`src/design/rfag_pkg.sv`:
```
// ----------------------------------------------------------------------------
// rfag_pkg
// Shared types and constants for the rotated framebuffer address generator.
// ----------------------------------------------------------------------------
package rfag_pkg;

   localparam int unsigned REQ_DATA_W = 24;
   localparam int unsigned RSP_DATA_W = 96;
   localparam int unsigned CSR_IDX_W  = 3;
   localparam int unsigned CSR_DATA_W = 32;

   typedef enum logic [CSR_IDX_W-1:0] {
      REG_ORIENTATION     = 3'd0,
      REG_DEST_DEPTH_MODE = 3'd1,
      REG_SRC_DEPTH_MODE  = 3'd2,
      REG_GUEST_COLS      = 3'd3,
      REG_GUEST_ROWS      = 3'd4,
      REG_SRC_ROW_PITCH   = 3'd5,
      REG_DEST_LINE_BYTES = 3'd6,
      REG_SRC_BASE        = 3'd7
   } reg_index_type;

   // source depth codes
   localparam logic [2:0] SRC_1BPP  = 3'd0;
   localparam logic [2:0] SRC_2BPP  = 3'd1;
   localparam logic [2:0] SRC_4BPP  = 3'd2;
   localparam logic [2:0] SRC_8BPP  = 3'd3;
   localparam logic [2:0] SRC_15BPP = 3'd4;
   localparam logic [2:0] SRC_16BPP = 3'd5;
   localparam logic [2:0] SRC_24BPP = 3'd6;

   // destination depth codes
   localparam logic [2:0] DST_8BPP  = 3'd0;
   localparam logic [2:0] DST_15BPP = 3'd1;
   localparam logic [2:0] DST_16BPP = 3'd2;
   localparam logic [2:0] DST_24BPP = 3'd3;

   typedef logic signed [1:0]  coef_type;
   typedef logic signed [17:0] step_type;

   typedef struct packed {
      coef_type r0;
      coef_type r1;
      coef_type r2;
      coef_type r3;
   } rot_type;

   localparam rot_type ROT_TAB [8] = '{
      '{ 2'sd1,  2'sd0,  2'sd0,  2'sd1},
      '{ 2'sd0, -2'sd1,  2'sd1,  2'sd0},
      '{-2'sd1,  2'sd0,  2'sd0, -2'sd1},
      '{ 2'sd0,  2'sd1, -2'sd1,  2'sd0},
      '{ 2'sd1,  2'sd0,  2'sd0, -2'sd1},
      '{ 2'sd0,  2'sd1,  2'sd1,  2'sd0},
      '{-2'sd1,  2'sd0,  2'sd0,  2'sd1},
      '{ 2'sd0, -2'sd1, -2'sd1,  2'sd0}
   };

   // values derived from the register file, registered from the stored register values
   typedef struct packed {
      logic [31:0] src_base;
      logic [13:0] src_row_bytes;
      logic [15:0] stride;
      step_type    step_col;
      step_type    step_row;
      logic [31:0] start;
   } cfg_derived_type;

   function automatic step_type smul(input coef_type k, input step_type v);
      step_type r;
      case (k)
         2'sd1:   r = v;
         -2'sd1:  r = -v;
         default: r = '0;
      endcase
      return r;
   endfunction

endpackage

```
`src/design/rfag_cfg.sv`:
```
// ----------------------------------------------------------------------------
// rfag_cfg
// Register file and derived geometry (strides, steps, start offset).
// ----------------------------------------------------------------------------
module rfag_cfg #(
   parameter int unsigned MAX_DIM = 2048
) (
   input  logic                             clock,
   input  logic                             reset,
   input  logic                             csr_valid,
   output logic                             csr_ready,
   input  logic [rfag_pkg::CSR_IDX_W-1:0]   csr_index,
   input  logic [rfag_pkg::CSR_DATA_W-1:0]  csr_data,
   output rfag_pkg::cfg_derived_type        derived
);
   import rfag_pkg::*;

   logic [2:0]  orientation_ff, orientation_in;
   logic [2:0]  dest_depth_ff, dest_depth_in;
   logic [2:0]  src_depth_ff, src_depth_in;
   logic [11:0] guest_cols_ff, guest_cols_in;
   logic [11:0] guest_rows_ff, guest_rows_in;
   logic [15:0] pitch_ff, pitch_in;
   logic [15:0] line_ff, line_in;
   logic [31:0] base_ff, base_in;
   cfg_derived_type derived_ff, derived_in;

   logic [11:0] cols, rows, sw, sh;
   logic [15:0] sbytes;
   logic [2:0]  bpp;
   logic [31:0] sw_m1, sh_m1;
   logic [31:0] start_x, start_y;
   logic signed [2:0] sum_x, sum_y;
   rot_type     rot;
   step_type    line_s, bpp_s;

   assign csr_ready = 1'b1;

   always_comb begin
      orientation_in = orientation_ff;
      dest_depth_in  = dest_depth_ff;
      src_depth_in   = src_depth_ff;
      guest_cols_in  = guest_cols_ff;
      guest_rows_in  = guest_rows_ff;
      pitch_in       = pitch_ff;
      line_in        = line_ff;
      base_in        = base_ff;
      if (csr_valid) begin
         unique case (reg_index_type'(csr_index))
            REG_ORIENTATION:     orientation_in = csr_data[2:0];
            REG_DEST_DEPTH_MODE: dest_depth_in  = csr_data[2:0];
            REG_SRC_DEPTH_MODE:  src_depth_in   = csr_data[2:0];
            REG_GUEST_COLS:      guest_cols_in  = csr_data[11:0];
            REG_GUEST_ROWS:      guest_rows_in  = csr_data[11:0];
            REG_SRC_ROW_PITCH:   pitch_in       = {csr_data[15:2], 2'b00};
            REG_DEST_LINE_BYTES: line_in        = csr_data[15:0];
            REG_SRC_BASE:        base_in        = {csr_data[31:2], 2'b00};
            default: ;
         endcase
      end
   end

   always_comb begin
      cols = (32'(guest_cols_ff) > 32'(MAX_DIM)) ? 12'(MAX_DIM) : guest_cols_ff;
      rows = (32'(guest_rows_ff) > 32'(MAX_DIM)) ? 12'(MAX_DIM) : guest_rows_ff;
      sw   = orientation_ff[0] ? rows : cols;
      sh   = orientation_ff[0] ? cols : rows;

      case (src_depth_ff)
         SRC_1BPP:              sbytes = {7'd0, cols[11:3]};
         SRC_2BPP:              sbytes = {6'd0, cols[11:2]};
         SRC_4BPP:              sbytes = {5'd0, cols[11:1]};
         SRC_8BPP:              sbytes = {4'd0, cols};
         SRC_15BPP, SRC_16BPP:  sbytes = {3'd0, cols, 1'b0};
         SRC_24BPP:             sbytes = {3'd0, cols, 1'b0} + {4'd0, cols};
         default:               sbytes = {2'd0, cols, 2'b00};
      endcase
      if (src_depth_ff != SRC_24BPP) begin
         sbytes[1:0] = 2'b00;
      end

      case (dest_depth_ff)
         DST_8BPP:              bpp = 3'd1;
         DST_15BPP, DST_16BPP:  bpp = 3'd2;
         DST_24BPP:             bpp = 3'd3;
         default:               bpp = 3'd4;
      endcase

      rot    = ROT_TAB[orientation_ff];
      sum_x  = 3'(rot.r0) + 3'(rot.r2);
      sum_y  = 3'(rot.r1) + 3'(rot.r3);
      sw_m1  = {20'd0, sw} - 32'd1;
      sh_m1  = {20'd0, sh} - 32'd1;
      start_x = (sum_x < 0) ? sw_m1 * {29'd0, bpp} : 32'd0;
      start_y = (sum_y < 0) ? sh_m1 * {16'd0, line_ff} : 32'd0;

      line_s = {2'b00, line_ff};
      bpp_s  = {15'd0, bpp};

      derived_in.src_base      = base_ff;
      derived_in.src_row_bytes = sbytes[13:0];
      derived_in.stride        = (pitch_ff != 16'd0) ? pitch_ff : sbytes;
      derived_in.step_col      = smul(rot.r1, line_s) + smul(rot.r0, bpp_s);
      derived_in.step_row      = smul(rot.r3, line_s) + smul(rot.r2, bpp_s);
      derived_in.start         = start_x + start_y;
   end

   always_ff @(posedge clock) begin
      if (reset) begin
         orientation_ff <= 3'd0;
         dest_depth_ff  <= 3'd4;
         src_depth_ff   <= 3'd7;
         guest_cols_ff  <= 12'd640;
         guest_rows_ff  <= 12'd480;
         pitch_ff       <= 16'd0;
         line_ff        <= 16'd2560;
         base_ff        <= 32'd0;
      end else begin
         orientation_ff <= orientation_in;
         dest_depth_ff  <= dest_depth_in;
         src_depth_ff   <= src_depth_in;
         guest_cols_ff  <= guest_cols_in;
         guest_rows_ff  <= guest_rows_in;
         pitch_ff       <= pitch_in;
         line_ff        <= line_in;
         base_ff        <= base_in;
      end
      derived_ff <= derived_in;
   end

   assign derived = derived_ff;

endmodule

```
`src/design/rotated_framebuffer_address_gen.sv`:
```
// ----------------------------------------------------------------------------
// rotated_framebuffer_address_gen
// Source row address and rotated destination byte offset per guest pixel.
//
//   channel  dir  ports                          word contents
//   req      in   req_tvalid/tready/tdata[23:0]  pix_row, pix_col
//   rsp      out  rsp_tvalid/tready/tdata[95:0]  row address, row bytes,
//                                                pixel offset, pixel step
//   csr      in   csr_valid/ready/index/data     register index, value
//
// One word per cycle sustained while rsp_tready stays high; each req word passes
// the input register, multiplier register and result register before rsp valid.
// Derived geometry is registered from the csr register values after a csr write.
// Reset restores register defaults and empties the pipeline.
// A stage holds while the stage after it is full and stalled; bubbles keep
// req_tready high while a result waits.
// ----------------------------------------------------------------------------
module rotated_framebuffer_address_gen #(
   parameter int unsigned MAX_DIM = 2048
) (
   input  logic                             clock,
   input  logic                             reset,
   input  logic                             req_tvalid,
   output logic                             req_tready,
   input  logic [rfag_pkg::REQ_DATA_W-1:0]  req_tdata,   // pix_row[10:0], pix_col[21:11]
   output logic                             rsp_tvalid,
   input  logic                             rsp_tready,
   // src_row_address[31:0], src_row_bytes[45:32], dest_pixel_offset[77:46],
   // dest_pixel_step[94:78]
   output logic [rfag_pkg::RSP_DATA_W-1:0]  rsp_tdata,
   input  logic                             csr_valid,
   output logic                             csr_ready,
   input  logic [rfag_pkg::CSR_IDX_W-1:0]   csr_index,
   input  logic [rfag_pkg::CSR_DATA_W-1:0]  csr_data
);
   import rfag_pkg::*;

   cfg_derived_type derived;

   logic s1_valid_ff, s1_valid_in;
   logic s2_valid_ff, s2_valid_in;
   logic out_valid_ff, out_valid_in;
   logic ready1, ready2, ready3;

   logic [10:0] row_ff, row_in;
   logic [10:0] col_ff, col_in;

   logic [26:0]        addr_prod_ff, addr_prod_in;
   logic signed [29:0] row_prod_ff, row_prod_in;
   logic signed [29:0] col_prod_ff, col_prod_in;

   logic [31:0] src_addr_ff, src_addr_in;
   logic [13:0] row_bytes_ff, row_bytes_in;
   logic [31:0] offset_ff, offset_in;
   logic [16:0] step_ff, step_in;

   rfag_cfg #(
      .MAX_DIM (MAX_DIM)
   ) u_cfg (
      .clock     (clock),
      .reset     (reset),
      .csr_valid (csr_valid),
      .csr_ready (csr_ready),
      .csr_index (csr_index),
      .csr_data  (csr_data),
      .derived   (derived)
   );

   assign ready3     = !out_valid_ff || rsp_tready;
   assign ready2     = !s2_valid_ff || ready3;
   assign ready1     = !s1_valid_ff || ready2;
   assign req_tready = ready1;

   always_comb begin
      s1_valid_in  = s1_valid_ff;
      s2_valid_in  = s2_valid_ff;
      out_valid_in = out_valid_ff;
      row_in       = row_ff;
      col_in       = col_ff;
      addr_prod_in = addr_prod_ff;
      row_prod_in  = row_prod_ff;
      col_prod_in  = col_prod_ff;
      src_addr_in  = src_addr_ff;
      row_bytes_in = row_bytes_ff;
      offset_in    = offset_ff;
      step_in      = step_ff;

      if (ready1) begin
         s1_valid_in = req_tvalid;
         row_in      = req_tdata[10:0];
         col_in      = req_tdata[21:11];
      end

      if (ready2) begin
         s2_valid_in  = s1_valid_ff;
         addr_prod_in = {16'd0, row_ff} * {11'd0, derived.stride};
         row_prod_in  = 30'($signed({1'b0, row_ff})) * 30'(derived.step_row);
         col_prod_in  = 30'($signed({1'b0, col_ff})) * 30'(derived.step_col);
      end

      if (ready3) begin
         out_valid_in = s2_valid_ff;
         src_addr_in  = derived.src_base + {5'd0, addr_prod_ff};
         row_bytes_in = derived.src_row_bytes;
         offset_in    = derived.start
                        + {{2{row_prod_ff[29]}}, row_prod_ff}
                        + {{2{col_prod_ff[29]}}, col_prod_ff};
         step_in      = derived.step_col[16:0];
      end
   end

   always_ff @(posedge clock) begin
      if (reset) begin
         s1_valid_ff  <= 1'b0;
         s2_valid_ff  <= 1'b0;
         out_valid_ff <= 1'b0;
      end else begin
         s1_valid_ff  <= s1_valid_in;
         s2_valid_ff  <= s2_valid_in;
         out_valid_ff <= out_valid_in;
      end
      row_ff       <= row_in;
      col_ff       <= col_in;
      addr_prod_ff <= addr_prod_in;
      row_prod_ff  <= row_prod_in;
      col_prod_ff  <= col_prod_in;
      src_addr_ff  <= src_addr_in;
      row_bytes_ff <= row_bytes_in;
      offset_ff    <= offset_in;
      step_ff      <= step_in;
   end

   assign rsp_tvalid = out_valid_ff;
   assign rsp_tdata  = {1'b0, step_ff, offset_ff, row_bytes_ff, src_addr_ff};

endmodule
```
`config.mk`:
```
export PLATFORM = sky130hd
export DESIGN_NAME = rotated_framebuffer_address_gen
export DESIGN_NICKNAME = d
export VERILOG_FILES = /design/src/design/rfag_pkg.sv /design/src/design/rfag_cfg.sv /design/src/design/rotated_framebuffer_address_gen.sv
export SDC_FILE = /design/constraint.sdc
export NUM_CORES = 2
export LEC_CHECK = 0
export BUFFER_PORTS_ARGS = -buffer_cell sky130_fd_sc_hd__clkbuf_2
export CAP_MARGIN = 10
export CORE_UTILIZATION = 55
export CTS_BUF_LIST = sky130_fd_sc_hd__clkbuf_2 sky130_fd_sc_hd__clkbuf_4 sky130_fd_sc_hd__clkbuf_8
export CTS_CLUSTER_DIAMETER = 120
export DETAILED_ROUTE_END_ITERATION = 10
export PLACE_DENSITY = 0.82
export SETUP_SLACK_MARGIN = 0.5
export SLEW_MARGIN = 20
export SYNTH_ARGS = -nofsm -noshare
export SYNTH_HDL_FRONTEND = slang
export SYNTH_HIERARCHICAL = 1
export SYNTH_SLANG_ARGS = --single-unit
```
`constraint.sdc`:
```
create_clock -name clock -period 11.2 [get_ports clock]
set_input_delay 2.24 -clock clock [delete_from_list [all_inputs] [get_ports clock]]
set_output_delay 2.24 -clock clock [all_outputs]
set_load 0.02 [all_outputs]
```
==> run metrics <==
largest net degree at the start of global routing between 90 and 100; Clock Tree Root clkbuf_8; final core occ slightly below 60%; Min Hold Slack 0.3465 ns; min-delay worst type flop to flop; I/O pins ~160; Critical Path AT about 11 ns; cell mode on critical path fa_1; first-pass GRT wire length 199100 µm; Vias 38250; max incr delay on CP approximately 0.78 ns; Synth cell types 110; grt ovf 0; Initial DRT Pass Iterations 6; Finished Cell Area around 54000 µm²; final wirelength ~120000 µm; crit path max-delay cell type a2111oi_1; Final period util roughly nine tenths; FF/Latch Area around 11000 µm²; Critical Path Sink Type flop; H-tree Lvls 3; PortBufs around 160; CTS sink cnt 428; Worst setup SP type flop; Clock Latency Late Sink ~0.76 ns; Synth Register Bits between 400 and 500; syn avg cell area about 9.1 µm²; worst-margin pin slew roughly 1.1 ns; register area share after synthesis a little over a fifth; Post-synth EDFFs a little over 200; setup violators final 0; DRC viols 0; Buf/Inv on CP 6; die height roughly 300 µm; Core Area ~90000 µm²; Fillers roughly 7300; YS warnings 6; Leakage 26.69 nW; DRT antenna net count 0; DRT iter0 DRCs 2937; die area between 90000 and 100000 µm²; vias in the first global route 40390; Worst-path clk slew ~0.06 ns; main area contributors after synthesis fa_1, edfxtp_1, ha_1; DP Area roughly 52000 µm²; Routed WL per cell ~18 µm; async set-reset flop share out of synthesis 0%; Setup Skew 0.07142 ns; clk buf depth 3; Syn-to-layout area delta 6.958%; Synth area leader fa_1; min Tclk post-route between 10 and 15 ns; antenna violations before repair 5; Slew HR ~30%; dpl hpwl ~95000 µm; Crit path required time between 10 and 15 ns; share of cells above drive strength 1 under 10%; top_reg_cell synth dfxtp_1; Power Dens Cells around 130 nW/µm²; Setup Crit Path Kind flop to flop; delay-heaviest family, CP adder cells; Fmax achieved 0.09802 GHz; via density per instance 5.640; number of max-cap violations 0; Initial Util approximately 56%; Cell Area, Synth about 50000 µm²; CTS Hold Bufs 0; fin nets just under 7000; maximum VDD drop ~0.13 mV; worst-path fanout max 19; CTS Buf Count about 80; status finished clean; Die X-Extent about 300 µm; FP Rows 110; Fin Setup TNS 0 ns; cell count after synthesis 5482; TritonCTS clock tree yes; Final Hold Fails 0; max-slew violation count 0; GR Util All Layers 26.51%; gpl congestion a little over 0.9; RSZ-0062 raised after global routing false; post-synth top area share 27.41%; multi-input logic area 35120 µm²
cells in the mapped netlist (12+ instances only):
cell / number
o31ai_1: 14
xnor2_1: 180
a21oi_1: 284
fa_1: 686
or2_2: 21
nand2b_1: 53
ha_1: 467
nand3b_1: 14
nand4_1: 12
o21ai_0: 147
buf_2: 16
nand3_1: 52
dfxtp_1: 224
a211o_1: 13
nor3_1: 56
xor2_1: 71
edfxtp_1: 204
o21bai_1: 24
nor2b_1: 38
nor2_1: 244
or3_1: 32
and2_1: 292
nand2_1: 805
a211oi_1: 28
o211ai_1: 15
a31oi_1: 21
o21a_1: 46
clkbuf_1: 188
inv_1: 912
and3_1: 33
a21o_1: 75
registers in the layout (all words and copies together) (netlist names), 14 cells and up:
name,cells
src_addr_ff,32
u_cfg/line_ff,16
u_cfg/derived,128
row_bytes_ff,14
u_cfg/pitch_ff,14
row_prod_ff,30
offset_ff,32
addr_prod_ff,27
u_cfg/base_ff,30
step_ff,17
col_prod_ff,30
per-stage QoR:
stage                     total power (W)  instances  setup WS, ns
final                            0.007151       6781        0.9975
after global routing             0.007664       6780        0.5201
after CTS                        0.007181       6779         1.052
after detailed placement         0.005445       6635         1.120
after global placement           0.005319       6634         1.282
after floorplan                  0.004576       5483         2.485
path summary, 6_finish.rpt:
check | slack (ns) | cells past startpoint | startpoint | end
max | 1.0 | 33 | u_cfg/guest_rows_ff[11] | u_cfg/derived[24]
min | 0.35 | 0 | u_cfg/base_ff[13] | u_cfg/derived[111]
max reg2reg | 1.0 | 33 | u_cfg/guest_rows_ff[11] | u_cfg/derived[24]
min reg2reg | 0.35 | 0 | u_cfg/base_ff[13] | u_cfg/derived[111]
cells by family after synthesis:
| logic type | count (synthesis) | synth area share (%) |
|---|---|---|
| AO/OA/AOI/OAI | 787 | 10.10 |
| AND/OR/NAND/NOR | 1705 | 16.11 |
| flip-flops | 428 | 21.18 |
| XOR/XNOR | 252 | 4.420 |
| adder cells (fa/ha/maj) | 1154 | 39.10 |
| other | 3 | 0.02248 |
| multiplexers | 12 | 0.2647 |
| buffers and inverters | 1141 | 8.811 |
what timing repair did:
action | in CTS | in global routing
buffers inserted | 0 | 0
setup endpoints to repair | 0 | 1
resized for setup | 0 | 1
area by class of cell:
| cell class | count | share of cell area [%] |
|---|---|---|
| sequential | 428 | 19.80 |
| inverter | 917 | 6.431 |
| antenna | 2 | 0.009340 |
| multi-input combinational | 3914 | 65.55 |
| timing repair buffer | 200 | 2.101 |
| clock buffer | 114 | 2.718 |
| tap | 1176 | 2.746 |
| clock inverter | 30 | 0.6445 |
layer usage:
metal,vias to the layer above,part of all wire (%),GRT usage (%)
li1,17580,-,-
met1,18850,40,33.42
met2,1462,48,44.96
met3,356,7.9,4.527
met4,2,3.9,11.37
met5,-,0.013,0
report_power, final:
group / switching [W] / leakage (nW) / internal [W]
Sequential: 0.000168 / 4.10 / 0.00200
Clock: 0.000762 / 0.939 / 0.000933
Combinational: 0.00197 / 21.6 / 0.00132
Total: 0.00290 / 26.7 / 0.00425
placed cells by master (no fill, tap or decap), types with 15 or more instances in the layout:
master,count
a21oi_1,284
a21o_1,75
and3_1,33
buf_4,41
clkbuf_4,18
fa_1,686
o21bai_1,24
or3_1,32
xnor2_1,178
o21a_1,46
xor2_1,71
edfxtp_1,204
nor3_1,56
nand2_1,805
a31oi_1,21
clkbuf_2,157
a211oi_1,28
nand2b_1,53
nand3_1,52
nor2b_1,38
dfxtp_1,223
o21ai_0,147
nor2_1,243
or2_2,21
inv_1,910
o211ai_1,15
and2_1,292
clkbuf_8,96
ha_1,467
(Power assumes the default switching activity.)
